--- config.mk ---
export PLATFORM = sky130hd
export DESIGN_NAME = dle_crc_lrc_frame_codec_flat
export DESIGN_NICKNAME = d
export VERILOG_FILES = /design/src/hw/rtl/dlc_pkg.sv /design/src/hw/rtl/dlc_if.sv /design/src/hw/rtl/dlc_front.sv /design/src/hw/rtl/dlc_queue.sv /design/src/hw/rtl/dlc_back.sv /design/src/hw/rtl/dle_crc_lrc_frame_codec.sv /design/src/flat_wrapper.sv
export SDC_FILE = /design/constraint.sdc
export NUM_CORES = 1
export LEC_CHECK = 0
export ABC_CLOCK_PERIOD_IN_PS = 23100
export CORE_UTILIZATION = 60
export DETAILED_ROUTE_END_ITERATION = 12
export DONT_BUFFER_PORTS = 1
export GPL_TIMING_DRIVEN = 0
export PLACE_DENSITY = 0.76
export SLEW_MARGIN = 15
export SYNTH_ARGS = -nofsm -noshare
export SYNTH_HDL_FRONTEND = slang
export SYNTH_SLANG_ARGS = --single-unit
--- constraint.sdc ---
create_clock -name clk -period 23.1 [get_ports clk]
set_input_delay 4.62 -clock clk [delete_from_list [all_inputs] [get_ports clk]]
set_output_delay 4.62 -clock clk [all_outputs]
set_load 0.005 [all_outputs]
--- src/hw/rtl/dlc_pkg.sv ---
// Shared types, codes and the CRC step for the frame codec.
package dlc_pkg;

	localparam logic [1:0] KIND_BEGIN = 2'd0;
	localparam logic [1:0] KIND_DATA  = 2'd1;
	localparam logic [1:0] KIND_END   = 2'd2;

	localparam logic [2:0] REG_DIRECTION = 3'd0;
	localparam logic [2:0] REG_PROTOCOL  = 3'd1;
	localparam logic [2:0] REG_PRIV_MARK = 3'd2;
	localparam logic [2:0] REG_PUB_MARK  = 3'd3;
	localparam logic [2:0] REG_CRC_INIT  = 3'd4;
	localparam logic [2:0] REG_CRC_POLY  = 3'd5;

	localparam logic [2:0] ST_OK        = 3'd0;
	localparam logic [2:0] ST_SHORT     = 3'd1;
	localparam logic [2:0] ST_BAD_LEN   = 3'd2;
	localparam logic [2:0] ST_BAD_END   = 3'd3;
	localparam logic [2:0] ST_LRC_ERR   = 3'd4;
	localparam logic [2:0] ST_NO_FRAME  = 3'd5;
	localparam logic [2:0] ST_CRC_ERR   = 3'd6;

	localparam logic [3:0] PH_IDLE  = 4'd0;
	localparam logic [3:0] PH_PACK  = 4'd1;
	localparam logic [3:0] PH_PCMD  = 4'd2;
	localparam logic [3:0] PH_PID   = 4'd3;
	localparam logic [3:0] PH_PCM   = 4'd4;
	localparam logic [3:0] PH_PLEN  = 4'd5;
	localparam logic [3:0] PH_PPAY  = 4'd6;
	localparam logic [3:0] PH_PLRC  = 4'd7;
	localparam logic [3:0] PH_PEOT  = 4'd8;
	localparam logic [3:0] PH_DONE  = 4'd9;
	localparam logic [3:0] PH_PBODY = 4'd10;

	localparam int JOB_SLOTS = 6;
	localparam logic [15:0] LEN_MAX = 16'hFFFF;
	localparam logic [15:0] HUNT_MIN = 16'd7;

	// Results caused by one input item; the last one may carry the frame status.
	typedef struct packed {
		logic [2:0]                 cnt;
		logic [JOB_SLOTS-1:0][7:0]  bytes;
		logic                       nobyte;
		logic                       done;
		logic [2:0]                 status;
		logic [7:0]                 id;
		logic [7:0]                 cmd;
		logic [15:0]                len;
	} job_t;

	// Reflected CRC-16 over one byte, LSB first.
	function automatic logic [15:0] crc_step(logic [15:0] crc, logic [7:0] b,
			logic [15:0] poly);
		logic [15:0] c;
		logic [7:0]  d;
		c = crc;
		d = b;
		for (int i = 0; i < 8; i++) begin
			if (c[0] ^ d[0]) begin
				c = (c >> 1) ^ poly;
			end else begin
				c = c >> 1;
			end
			d = d >> 1;
		end
		return c;
	endfunction

endpackage

--- src/hw/rtl/dlc_if.sv ---
// Handshake channels of the frame codec: input items, results, register writes.
interface dlc_in_if;
	logic       valid;
	logic       ready;
	logic [1:0] kind;
	logic [7:0] data_byte;
	logic [7:0] node_id;
	logic [7:0] command_byte;
	logic [7:0] payload_count;
	modport source (output valid, kind, data_byte, node_id, command_byte, payload_count,
		input ready);
	modport sink (input valid, kind, data_byte, node_id, command_byte, payload_count,
		output ready);
endinterface

interface dlc_out_if;
	logic        valid;
	logic        ready;
	logic [7:0]  out_byte;
	logic        byte_valid;
	logic        frame_done;
	logic [2:0]  status;
	logic [7:0]  got_id;
	logic [7:0]  got_command;
	logic [15:0] frame_length;
	logic        last;
	modport source (output valid, out_byte, byte_valid, frame_done, status, got_id,
		got_command, frame_length, last, input ready);
	modport sink (input valid, out_byte, byte_valid, frame_done, status, got_id,
		got_command, frame_length, last, output ready);
endinterface

interface dlc_cfg_if;
	logic        valid;
	logic        ready;
	logic [2:0]  index;
	logic [23:0] data;
	modport source (output valid, index, data, input ready);
	modport sink (input valid, index, data, output ready);
endinterface

--- src/hw/rtl/dlc_front.sv ---
// Front end: holds configuration and frame state, turns items with results into jobs.
module dlc_front #(
	parameter int MAX_FRAME_BYTES = 1024
) (
	input  logic           clk,
	input  logic           arst_n,
	dlc_in_if.sink         in_ch,
	dlc_cfg_if.sink        cfg,
	input  logic           job_ready,
	output logic           job_valid,
	output dlc_pkg::job_t  job
);
	import dlc_pkg::*;

	localparam logic [15:0] MaxBytes = 16'(MAX_FRAME_BYTES);

	logic        dir_q, proto_q;
	logic [23:0] priv_q, pub_q;
	logic [15:0] crc_init_q, crc_poly_q;

	logic [3:0]  phase_q, phase_n;
	logic [15:0] crc_q, crc_n;
	logic [7:0]  lrc_q, lrc_n;
	logic        ep_q, ep_n;
	logic [7:0]  h0_q, h0_n, h1_q, h1_n;
	logic [1:0]  hc_q, hc_n;
	logic [15:0] bc_q, bc_n;
	logic [15:0] ic_q, ic_n;
	logic [7:0]  el_q, el_n;
	logic [7:0]  sid_q, sid_n, scmd_q, scmd_n;
	logic [2:0]  fs_q, fs_n;

	logic [7:0]  esc, sop, eop, sh, sl, eot;
	logic        accept, cfg_wr, clear_end;
	logic [15:0] bc_base, len, bc_inc;
	logic [16:0] sum;
	logic [7:0]  dv, lo, hi;
	job_t        j;

	function automatic job_t push(job_t jb, logic [7:0] v);
		job_t r;
		r = jb;
		r.bytes[r.cnt] = v;
		r.cnt = r.cnt + 3'd1;
		return r;
	endfunction

	assign esc = priv_q[23:16];
	assign sop = priv_q[15:8];
	assign eop = priv_q[7:0];
	assign sh  = pub_q[23:16];
	assign sl  = pub_q[15:8];
	assign eot = pub_q[7:0];

	assign in_ch.ready = job_ready;
	assign cfg.ready   = 1'b1;
	assign accept      = in_ch.valid && in_ch.ready;
	assign cfg_wr      = cfg.valid;

	assign bc_inc = (bc_q == LEN_MAX) ? LEN_MAX : bc_q + 16'd1;
	assign lo = crc_q[7:0];
	assign hi = crc_q[15:8];

	always_comb begin
		phase_n = phase_q; crc_n = crc_q; lrc_n = lrc_q; ep_n = ep_q;
		h0_n = h0_q; h1_n = h1_q; hc_n = hc_q; bc_n = bc_q; ic_n = ic_q;
		el_n = el_q; sid_n = sid_q; scmd_n = scmd_q; fs_n = fs_q;
		j = '0;
		bc_base = bc_q;
		clear_end = 1'b0;
		dv = ep_q ? esc : in_ch.data_byte;
		if (dir_q == 1'b0) begin
			unique case (in_ch.kind)
				KIND_BEGIN: begin
					bc_base = '0;
					ep_n = 1'b0; hc_n = '0; ic_n = '0; fs_n = ST_OK;
					sid_n = in_ch.node_id; scmd_n = in_ch.command_byte;
					el_n = in_ch.payload_count; phase_n = PH_PACK;
					lrc_n = '0; crc_n = crc_init_q;
					if (proto_q == 1'b0) begin
						j = push(j, esc);
						j = push(j, sop);
						j = push(j, in_ch.command_byte);
						if (in_ch.command_byte == esc) j = push(j, esc);
						crc_n = crc_step(crc_init_q, in_ch.command_byte, crc_poly_q);
					end else begin
						j = push(j, sh);
						j = push(j, sl);
						j = push(j, in_ch.node_id);
						j = push(j, in_ch.command_byte);
						j = push(j, in_ch.payload_count);
						lrc_n = sh ^ sl ^ in_ch.node_id ^ in_ch.command_byte
							^ in_ch.payload_count;
					end
				end
				KIND_DATA: begin
					if (phase_q == PH_PACK && ic_q < MaxBytes) begin
						ic_n = ic_q + 16'd1;
						j = push(j, in_ch.data_byte);
						if (proto_q == 1'b0) begin
							crc_n = crc_step(crc_q, in_ch.data_byte, crc_poly_q);
							if (in_ch.data_byte == esc) j = push(j, esc);
						end else begin
							lrc_n = lrc_q ^ in_ch.data_byte;
						end
					end
				end
				KIND_END: begin
					clear_end = 1'b1;
					j.done = 1'b1;
					if (phase_q != PH_PACK) begin
						j.cnt = 3'd1; j.nobyte = 1'b1; j.status = ST_NO_FRAME;
					end else if (proto_q == 1'b0) begin
						j = push(j, lo);
						if (lo == esc) j = push(j, esc);
						j = push(j, hi);
						if (hi == esc) j = push(j, esc);
						j = push(j, esc);
						j = push(j, eop);
						j.status = ST_OK;
					end else begin
						j = push(j, lrc_q);
						j = push(j, eot);
						j.status = ({8'd0, ic_q[15:8]} == 16'd0 && ic_q[7:0] == el_q)
							? ST_OK : ST_BAD_LEN;
					end
				end
				default: ;
			endcase
		end else begin
			unique case (in_ch.kind)
				KIND_BEGIN: begin
					clear_end = 1'b1;
				end
				KIND_DATA: begin
					if (phase_q != PH_DONE && ic_q < MaxBytes) begin
						ic_n = ic_q + 16'd1;
						if (proto_q == 1'b0) begin
							if (phase_q == PH_IDLE) begin
								if (ep_q && in_ch.data_byte == sop) begin
									phase_n = PH_PCMD; crc_n = crc_init_q;
									hc_n = '0; ep_n = 1'b0;
								end else begin
									ep_n = (in_ch.data_byte == esc);
								end
							end else if (phase_q == PH_PCMD || phase_q == PH_PBODY) begin
								if (ep_q && in_ch.data_byte == eop) begin
									ep_n = 1'b0;
									if (phase_q == PH_PCMD || hc_q < 2'd2) begin
										fs_n = ST_SHORT;
									end else if (h0_q == lo && h1_q == hi) begin
										fs_n = ST_OK;
									end else begin
										fs_n = ST_CRC_ERR;
									end
									phase_n = PH_DONE;
								end else if (!ep_q && in_ch.data_byte == esc) begin
									ep_n = 1'b1;
								end else begin
									// deliver the byte, or the escape it stands behind
									ep_n = 1'b0;
									if (phase_q == PH_PCMD) begin
										scmd_n = dv;
										crc_n = crc_step(crc_q, dv, crc_poly_q);
										phase_n = PH_PBODY;
									end else if (hc_q >= 2'd2) begin
										j = push(j, h0_q);
										crc_n = crc_step(crc_q, h0_q, crc_poly_q);
										h0_n = h1_q;
										h1_n = dv;
									end else begin
										if (hc_q[0]) h1_n = dv;
										else h0_n = dv;
										hc_n = hc_q + 2'd1;
									end
								end
							end
						end else begin
							unique case (phase_q)
								PH_IDLE: begin
									if (ep_q && in_ch.data_byte == sl) begin
										phase_n = PH_PID; lrc_n = sh ^ sl; ep_n = 1'b0;
									end else begin
										ep_n = (in_ch.data_byte == sh);
									end
								end
								PH_PID: begin
									sid_n = in_ch.data_byte;
									lrc_n = lrc_q ^ in_ch.data_byte;
									phase_n = PH_PCM;
								end
								PH_PCM: begin
									scmd_n = in_ch.data_byte;
									lrc_n = lrc_q ^ in_ch.data_byte;
									phase_n = PH_PLEN;
								end
								PH_PLEN: begin
									el_n = in_ch.data_byte;
									lrc_n = lrc_q ^ in_ch.data_byte;
									phase_n = (in_ch.data_byte != 8'd0) ? PH_PPAY : PH_PLRC;
								end
								PH_PPAY: begin
									j = push(j, in_ch.data_byte);
									lrc_n = lrc_q ^ in_ch.data_byte;
									if (bc_inc >= {8'd0, el_q}) phase_n = PH_PLRC;
								end
								PH_PLRC: begin
									lrc_n = lrc_q ^ in_ch.data_byte;
									phase_n = PH_PEOT;
								end
								PH_PEOT: begin
									fs_n = (in_ch.data_byte != eot) ? ST_BAD_END :
										((lrc_q != 8'd0) ? ST_LRC_ERR : ST_OK);
									phase_n = PH_DONE;
								end
								default: ;
							endcase
						end
					end
				end
				KIND_END: begin
					clear_end = 1'b1;
					j.done = 1'b1; j.cnt = 3'd1; j.nobyte = 1'b1;
					if (phase_q == PH_IDLE) begin
						j.status = (ic_q < HUNT_MIN) ? ST_SHORT : ST_NO_FRAME;
					end else if (phase_q == PH_DONE) begin
						j.status = fs_q;
					end else if (phase_q == PH_PCMD || phase_q == PH_PBODY) begin
						j.status = ST_BAD_END;
					end else begin
						j.status = ST_BAD_LEN;
					end
				end
				default: ;
			endcase
		end
		sum = {1'b0, bc_base} + {14'd0, j.cnt - {2'd0, j.nobyte}};
		len = sum[16] ? LEN_MAX : sum[15:0];
		bc_n = len;
		j.id  = sid_q;
		j.cmd = scmd_q;
		j.len = len;
		if (clear_end) begin
			phase_n = PH_IDLE; crc_n = crc_init_q; lrc_n = '0; ep_n = 1'b0;
			hc_n = '0; bc_n = '0; ic_n = '0; el_n = '0; sid_n = '0; scmd_n = '0;
			fs_n = ST_OK;
		end
		if (!j.done) begin
			j.id = '0; j.cmd = '0; j.len = '0; j.status = ST_OK;
		end
	end

	assign job       = j;
	assign job_valid = accept && (j.cnt != 3'd0);

	always_ff @(posedge clk or negedge arst_n) begin
		if (!arst_n) begin
			dir_q <= 1'b0; proto_q <= 1'b0;
			priv_q <= 24'h100203; pub_q <= '0;
			crc_init_q <= '0; crc_poly_q <= 16'hA001;
			phase_q <= PH_IDLE; crc_q <= '0; lrc_q <= '0; ep_q <= 1'b0;
			hc_q <= '0; bc_q <= '0; ic_q <= '0; el_q <= '0;
			sid_q <= '0; scmd_q <= '0; fs_q <= ST_OK;
		end else if (cfg_wr) begin
			unique case (cfg.index)
				REG_DIRECTION, REG_PROTOCOL: begin
					if (cfg.index == REG_DIRECTION) dir_q <= cfg.data[0];
					else proto_q <= cfg.data[0];
					phase_q <= PH_IDLE; crc_q <= crc_init_q; lrc_q <= '0; ep_q <= 1'b0;
					hc_q <= '0; bc_q <= '0; ic_q <= '0; el_q <= '0;
					sid_q <= '0; scmd_q <= '0; fs_q <= ST_OK;
				end
				REG_PRIV_MARK: priv_q <= cfg.data;
				REG_PUB_MARK:  pub_q <= cfg.data;
				REG_CRC_INIT:  crc_init_q <= cfg.data[15:0];
				REG_CRC_POLY:  crc_poly_q <= cfg.data[15:0];
				default: ;
			endcase
		end else if (accept) begin
			phase_q <= phase_n; crc_q <= crc_n; lrc_q <= lrc_n; ep_q <= ep_n;
			hc_q <= hc_n; bc_q <= bc_n; ic_q <= ic_n; el_q <= el_n;
			sid_q <= sid_n; scmd_q <= scmd_n; fs_q <= fs_n;
		end
	end

	always_ff @(posedge clk) begin
		if (accept && !cfg_wr) begin
			h0_q <= h0_n;
			h1_q <= h1_n;
		end
	end

endmodule

--- src/hw/rtl/dlc_queue.sv ---
// Two-entry job queue between front end and result sender.
module dlc_queue (
	input  logic           clk,
	input  logic           arst_n,
	input  logic           wr_valid,
	input  dlc_pkg::job_t  wr_job,
	output logic           wr_ready,
	output logic           rd_valid,
	output dlc_pkg::job_t  rd_job,
	input  logic           rd_pop
);
	import dlc_pkg::*;

	job_t       mem_q [2];
	logic       wp_q, rp_q;
	logic [1:0] cnt_q;
	logic       do_wr, do_rd;

	assign wr_ready = (cnt_q != 2'd2);
	assign rd_valid = (cnt_q != 2'd0);
	assign rd_job   = mem_q[rp_q];
	assign do_wr    = wr_valid && wr_ready;
	assign do_rd    = rd_pop && rd_valid;

	always_ff @(posedge clk or negedge arst_n) begin
		if (!arst_n) begin
			wp_q <= 1'b0; rp_q <= 1'b0; cnt_q <= '0;
		end else begin
			if (do_wr) wp_q <= ~wp_q;
			if (do_rd) rp_q <= ~rp_q;
			cnt_q <= cnt_q + {1'b0, do_wr} - {1'b0, do_rd};
		end
	end

	always_ff @(posedge clk) begin
		if (do_wr) mem_q[wp_q] <= wr_job;
	end

endmodule

--- src/hw/rtl/dlc_back.sv ---
// Result sender: walks the head job and presents one result per cycle while out_ch is ready.
module dlc_back (
	input  logic           clk,
	input  logic           arst_n,
	input  logic           job_valid,
	input  dlc_pkg::job_t  job,
	output logic           job_pop,
	dlc_out_if.source      out_ch
);
	import dlc_pkg::*;

	logic [2:0] idx_q;
	logic       is_last, has_byte, take;

	assign is_last  = (idx_q == job.cnt - 3'd1);
	assign has_byte = !(is_last && job.nobyte);
	assign take     = out_ch.valid && out_ch.ready;
	assign job_pop  = take && is_last;

	assign out_ch.valid        = job_valid;
	assign out_ch.out_byte     = has_byte ? job.bytes[idx_q] : 8'd0;
	assign out_ch.byte_valid   = has_byte;
	assign out_ch.frame_done   = is_last && job.done;
	assign out_ch.status       = (is_last && job.done) ? job.status : 3'd0;
	assign out_ch.got_id       = (is_last && job.done) ? job.id : 8'd0;
	assign out_ch.got_command  = (is_last && job.done) ? job.cmd : 8'd0;
	assign out_ch.frame_length = (is_last && job.done) ? job.len : 16'd0;
	assign out_ch.last         = is_last;

	always_ff @(posedge clk or negedge arst_n) begin
		if (!arst_n) begin
			idx_q <= '0;
		end else if (take) begin
			idx_q <= is_last ? 3'd0 : idx_q + 3'd1;
		end
	end

endmodule

--- src/hw/rtl/dle_crc_lrc_frame_codec.sv ---
// Top level of the DLE/CRC-16 and length/LRC frame codec.
// The front end takes one item per cycle while its two-entry job queue has room
// and works out all of that item's results at once; the sender then puts out one
// result per cycle while the output is ready. An item gives at most six results;
// one that gives none puts no job in the queue. Register writes are taken in any
// cycle and belong only in idle periods.
module dle_crc_lrc_frame_codec #(
	parameter int MAX_FRAME_BYTES = 1024
) (
	input  logic      clk,
	input  logic      arst_n,
	dlc_in_if.sink    in_ch,
	dlc_out_if.source out_ch,
	dlc_cfg_if.sink   cfg
);
	import dlc_pkg::*;

	job_t f_job, q_job;
	logic f_valid, f_ready, q_valid, q_pop;

	dlc_front #(.MAX_FRAME_BYTES(MAX_FRAME_BYTES)) u_front (
		.clk(clk), .arst_n(arst_n), .in_ch(in_ch), .cfg(cfg),
		.job_ready(f_ready), .job_valid(f_valid), .job(f_job)
	);

	dlc_queue u_queue (
		.clk(clk), .arst_n(arst_n),
		.wr_valid(f_valid), .wr_job(f_job), .wr_ready(f_ready),
		.rd_valid(q_valid), .rd_job(q_job), .rd_pop(q_pop)
	);

	dlc_back u_back (
		.clk(clk), .arst_n(arst_n),
		.job_valid(q_valid), .job(q_job), .job_pop(q_pop), .out_ch(out_ch)
	);

endmodule
--- src/flat_wrapper.sv ---
// flat-port wrapper written by rule: the top's interface ports become plain ports
module dle_crc_lrc_frame_codec_flat import dlc_pkg::*;
#(
	parameter int MAX_FRAME_BYTES = 1024
)
  (clk, arst_n, in_ch_valid, in_ch_kind, in_ch_data_byte, in_ch_node_id, in_ch_command_byte, in_ch_payload_count, in_ch_ready, out_ch_valid, out_ch_out_byte, out_ch_byte_valid, out_ch_frame_done, out_ch_status, out_ch_got_id, out_ch_got_command, out_ch_frame_length, out_ch_last, out_ch_ready, cfg_valid, cfg_index, cfg_data, cfg_ready);
  dlc_in_if in_ch_i ();
  dlc_out_if out_ch_i ();
  dlc_cfg_if cfg_i ();
  input  logic clk;
  input  logic arst_n;
  input wire logic [$bits(in_ch_i.valid)-1:0] in_ch_valid;
  input wire logic [$bits(in_ch_i.kind)-1:0] in_ch_kind;
  input wire logic [$bits(in_ch_i.data_byte)-1:0] in_ch_data_byte;
  input wire logic [$bits(in_ch_i.node_id)-1:0] in_ch_node_id;
  input wire logic [$bits(in_ch_i.command_byte)-1:0] in_ch_command_byte;
  input wire logic [$bits(in_ch_i.payload_count)-1:0] in_ch_payload_count;
  output wire logic [$bits(in_ch_i.ready)-1:0] in_ch_ready;
  output wire logic [$bits(out_ch_i.valid)-1:0] out_ch_valid;
  output wire logic [$bits(out_ch_i.out_byte)-1:0] out_ch_out_byte;
  output wire logic [$bits(out_ch_i.byte_valid)-1:0] out_ch_byte_valid;
  output wire logic [$bits(out_ch_i.frame_done)-1:0] out_ch_frame_done;
  output wire logic [$bits(out_ch_i.status)-1:0] out_ch_status;
  output wire logic [$bits(out_ch_i.got_id)-1:0] out_ch_got_id;
  output wire logic [$bits(out_ch_i.got_command)-1:0] out_ch_got_command;
  output wire logic [$bits(out_ch_i.frame_length)-1:0] out_ch_frame_length;
  output wire logic [$bits(out_ch_i.last)-1:0] out_ch_last;
  input wire logic [$bits(out_ch_i.ready)-1:0] out_ch_ready;
  input wire logic [$bits(cfg_i.valid)-1:0] cfg_valid;
  input wire logic [$bits(cfg_i.index)-1:0] cfg_index;
  input wire logic [$bits(cfg_i.data)-1:0] cfg_data;
  output wire logic [$bits(cfg_i.ready)-1:0] cfg_ready;
  assign in_ch_i.valid = in_ch_valid;
  assign in_ch_i.kind = in_ch_kind;
  assign in_ch_i.data_byte = in_ch_data_byte;
  assign in_ch_i.node_id = in_ch_node_id;
  assign in_ch_i.command_byte = in_ch_command_byte;
  assign in_ch_i.payload_count = in_ch_payload_count;
  assign in_ch_ready = in_ch_i.ready;
  assign out_ch_valid = out_ch_i.valid;
  assign out_ch_out_byte = out_ch_i.out_byte;
  assign out_ch_byte_valid = out_ch_i.byte_valid;
  assign out_ch_frame_done = out_ch_i.frame_done;
  assign out_ch_status = out_ch_i.status;
  assign out_ch_got_id = out_ch_i.got_id;
  assign out_ch_got_command = out_ch_i.got_command;
  assign out_ch_frame_length = out_ch_i.frame_length;
  assign out_ch_last = out_ch_i.last;
  assign out_ch_i.ready = out_ch_ready;
  assign cfg_i.valid = cfg_valid;
  assign cfg_i.index = cfg_index;
  assign cfg_i.data = cfg_data;
  assign cfg_ready = cfg_i.ready;
  dle_crc_lrc_frame_codec #(.MAX_FRAME_BYTES(MAX_FRAME_BYTES)) u_core (.clk(clk), .arst_n(arst_n), .in_ch(in_ch_i), .out_ch(out_ch_i), .cfg(cfg_i));
endmodule
==> tab_implementation.tex <==
\begin{tabular}{lr}
\hline
Metric & Value \\
\hline
\multicolumn{2}{l}{\textbf{Run status}} \\
\quad Run status & completed \\
\multicolumn{2}{l}{\textbf{Clocking}} \\
\quad Hold Buf Count CTS & 0 \\
\quad Clock Sinks & 371 \\
\quad H-tree levels & 2 \\
\quad Clock slew at reported path FFs & 60 ps \\
\quad CTS-repair resized insts & 0 \\
\quad TritonCTS buffer count & 41 \\
\quad Buffer levels on the longest clock path & 3 \\
\quad Clk Latency, worst-skew pair & 580 ps \\
\quad Number of buffers added for setup after CTS & 0 \\
\quad TritonCTS clock tree & done \\
\quad Clock tree root buffer cell & clkbuf\_16 \\
\multicolumn{2}{l}{\textbf{Placement}} \\
\quad Final weighted congestion of routability-driven global placement & 1.07 \\
\quad Placed wire-length estimate & 82800 um \\
\quad DP Cell Count & 4288 \\
\quad Number of buffers inserted by port buffering & 0 \\
\multicolumn{2}{l}{\textbf{Final layout}} \\
\quad Total area of multi-input combinational cells & 19300 sq um \\
\quad Most used cells in the layout excluding fill and tap cells & nand2\_1 (651), xnor2\_1 (427), o21ai\_0 (232) \\
\quad Layout cells sized above 1 & 0.0888 \\
\quad Sequential cell area & 10300 sq um \\
\quad Nets & 3749 \\
\quad Number of fill cells & 4307 \\
\quad Most common cell after layout, fill and taps aside & nand2\_1 \\
\quad Post-Layout Cell Count & 4364 \\
\quad Area growth syn-to-layout & 7.77\% \\
\multicolumn{2}{l}{\textbf{Floorplan}} \\
\quad Floorplan die area & 52900 sq um \\
\quad Ports placed on the boundary & 115 \\
\quad Area of the core & 51300 sq um \\
\quad Initial Utilization & 0.608 \\
\quad Chip height & 230 um \\
\quad X dimension of the die & 230 um \\
\quad Num rows & 83 \\
\multicolumn{2}{l}{\textbf{Timing}} \\
\quad Hold slack & 513 ps \\
\quad Sum of negative setup slack & 0 ps \\
\quad Clock period minus worst slack & 10780 ps \\
\quad Maximum frequency from static timing analysis & 92.8 MHz \\
\quad Final hold violations & 0 \\
\quad Final Setup Violations & 0 \\
\quad RSZ-0062 raised after global routing & no \\
\quad Measured slew at the worst slew-check pin & 1370 ps \\
\quad Period Utilization, post-route & 0.467 \\
\quad Worst-case headroom to the max-slew limit & 0.0866 \\
\quad Worst-case clock skew & 21.5 ps \\
\quad Final-report max-slew violation count & 0 \\
\multicolumn{2}{l}{\textbf{Drt}} \\
\quad Via density & 6.52 \\
\quad DR vias & 28.5k \\
\quad Routed len/inst & 25.4 um \\
\quad Iteration-0 DRC count of the detailed router & 4267 \\
\quad Drt drc & 0 \\
\quad Final ANT Viol Nets & 0 \\
\quad Post-detailed-routing wire length & 111000 um \\
\quad Length of the first detailed-routing pass in iterations & 10 \\
\multicolumn{2}{l}{\textbf{Synth}} \\
\quad Main synth FF type & edfxtp\_1 \\
\quad Post-synth cell types & 104 \\
\quad Number of synthesized register bits & 371 \\
\quad Async set-reset flop share out of synthesis & 0.482 \\
\quad Mapped Avg Cell Area & 8.66 sq um \\
\quad Area of the mapped netlist & 31200 sq um \\
\quad Mapped Nets & 3699 \\
\quad Yosys warns & 0 \\
\quad Gate Count Post-Synth & 3601 \\
\quad Number of enable-type register cells in the synthesized netlist & 192 \\
\quad Seq/Total Area, Yosys & 0.329 \\
\multicolumn{2}{l}{\textbf{Min path}} \\
\quad Class of the worst hold path & register to register \\
\multicolumn{2}{l}{\textbf{Critical path}} \\
\quad Endpoint required time on the critical path & 18480 ps \\
\quad Critical Path Sink Type & output port \\
\quad Critical path class & register to output port \\
\quad Worst Path Arrival & 6160 ps \\
\quad Largest fanout on the critical path & 10 \\
\quad Type of origin of the critical path & register \\
\multicolumn{2}{l}{\textbf{Global route}} \\
\quad Via count of the first global-routing pass & 26.4k \\
\quad Largest net degree at the start of global routing & 180 \\
\quad Wire length of the first global-routing pass & 165000 um \\
\quad Initial antenna violation count & 3 \\
\quad Global-route usage over all layers & 0.413 \\
\quad GR Overflow Total & 0 \\
\multicolumn{2}{l}{\textbf{Run}} \\
\quad Max-cap check violation count & 0 \\
\hline
\end{tabular}
## path summary, 6_finish.rpt
| check | from | to | slack, ps | cells past startpoint |
|---|---|---|---|---|
| worst max-delay path | u_core.u_queue.rp_q | out_ch_frame_length[5] | 12320 | 12 |
| worst min-delay path | u_core.u_front.ic_q[15] | u_core.u_front.ic_q[15] | 510 | 2 |
| worst max register to register | u_core.u_front.priv_q[20] | u_core.u_queue.mem_q[1][9] | 16140 | 21 |
| worst min register to register | u_core.u_front.ic_q[15] | u_core.u_front.ic_q[15] | 510 | 2 |
| max in group asynchronous | arst_n | u_core.u_front.pub_q[19] | 18780 | 0 |
| min in group asynchronous | arst_n | u_core.u_front.bc_q[8] | 3750 | 0 |
## kinds of logic (layout without fill, tap and decap cells)
| kind of cell | Yosys count | in the layout | share of synthesized area |
|---|---|---|---|
| AO/OA/AOI/OAI | 706 | 706 | 0.148 |
| XOR/XNOR | 627 | 627 | 0.191 |
| adder cells (fa/ha/maj) | 32 | 32 | 0.0131 |
| buffers and inverters | 411 | 492 | 0.0538 |
| flip-flops | 371 | 371 | 0.329 |
| multiplexers | 243 | 243 | 0.0931 |
| other | 1 | 3 | 0.000120 |
| AND/OR/NAND/NOR | 1210 | 1210 | 0.173 |
## flip-flops by register name, summed over array words and instances, names as in the netlist, 16 cells and up
| register | cells |
|---|---|
| u_core.u_front.ic_q | 16 |
| u_core.u_front.bc_q | 16 |
| u_core.u_front.priv_q | 24 |
| u_core.u_front.crc_q | 16 |
| u_core.u_queue.mem_q | 176 |
| u_core.u_front.crc_poly_q | 16 |
| u_core.u_front.crc_init_q | 16 |
| u_core.u_front.pub_q | 24 |
## cells in the mapped netlist, drive strengths merged (16+ instances only)
cell type,n,area (sq um)
o21ai,243,1220
xor2,165,1480
a221oi,17,168
xnor2,439,3950
nand4,25,156
buf,106,524
dfrtp,172,4300
nor2b,24,150
nor2,191,717
a22o,17,149
mux4,24,541
nand2,652,2450
nand2b,24,150
o22ai,29,181
and2,53,334
nand3,72,360
xnor3,19,428
o31ai,19,148
inv,90,338
a31oi,19,119
and3,38,238
a21oi,138,691
a22oi,44,330
clkbuf,214,812
a222oi,16,160
mux2,113,1270
mux2i,106,1090
nor4,27,184
a211oi,23,173
nor3,54,280
ha,31,388
o211ai,26,219
edfxtp,192,5770
## worst max-delay path: stages, from the launching register on
cell,delay [ps]
dfrtp_1,390
buf_1,650
clkbuf_1,650
clkbuf_1,610
clkbuf_1,730
mux2i_1,320
ha_1,200
xor2_1,210
xnor2_1,100
nor3_1,680
nand2_1,460
clkbuf_1,330
nor2_1,250
## cell type report
type | instances | share of cell area
sequential | 371 | 0.305
tap | 680 | 0.0253
clock inverter | 20 | 0.00830
antenna | 2 | 0.000149
inverter | 91 | 0.0102
timing repair buffer | 7 | 0.00424
multi-input combinational | 2819 | 0.574
buffer | 320 | 0.0398
clock buffer | 54 | 0.0332
## metrics by stage
stage	util	setup WS [ps]	cell area, sq um
2_1_floorplan	-	12120	31200
3_3_place_gp	0.625	9150	32000
3_5_place_dp	0.628	12690	32200
4_1_cts	0.655	12180	33600
5_1_grt	0.655	11820	33600
6_report	0.655	12320	33600
## layer usage
| layer | vias up | wire length, um | track usage |
|---|---|---|---|
| met4 | 4 | 8850 | 0.276 |
| met2 | 2045 | 47800 | 0.627 |
| met3 | 527 | 14000 | 0.115 |
| li1 | 12613 | - | - |
| met1 | 13281 | 40200 | 0.513 |
| met5 | - | 56 | 0.00551 |
Power is not shown: default switching activity piles up to over one toggle a cycle in this logic, so the estimate is an artifact.
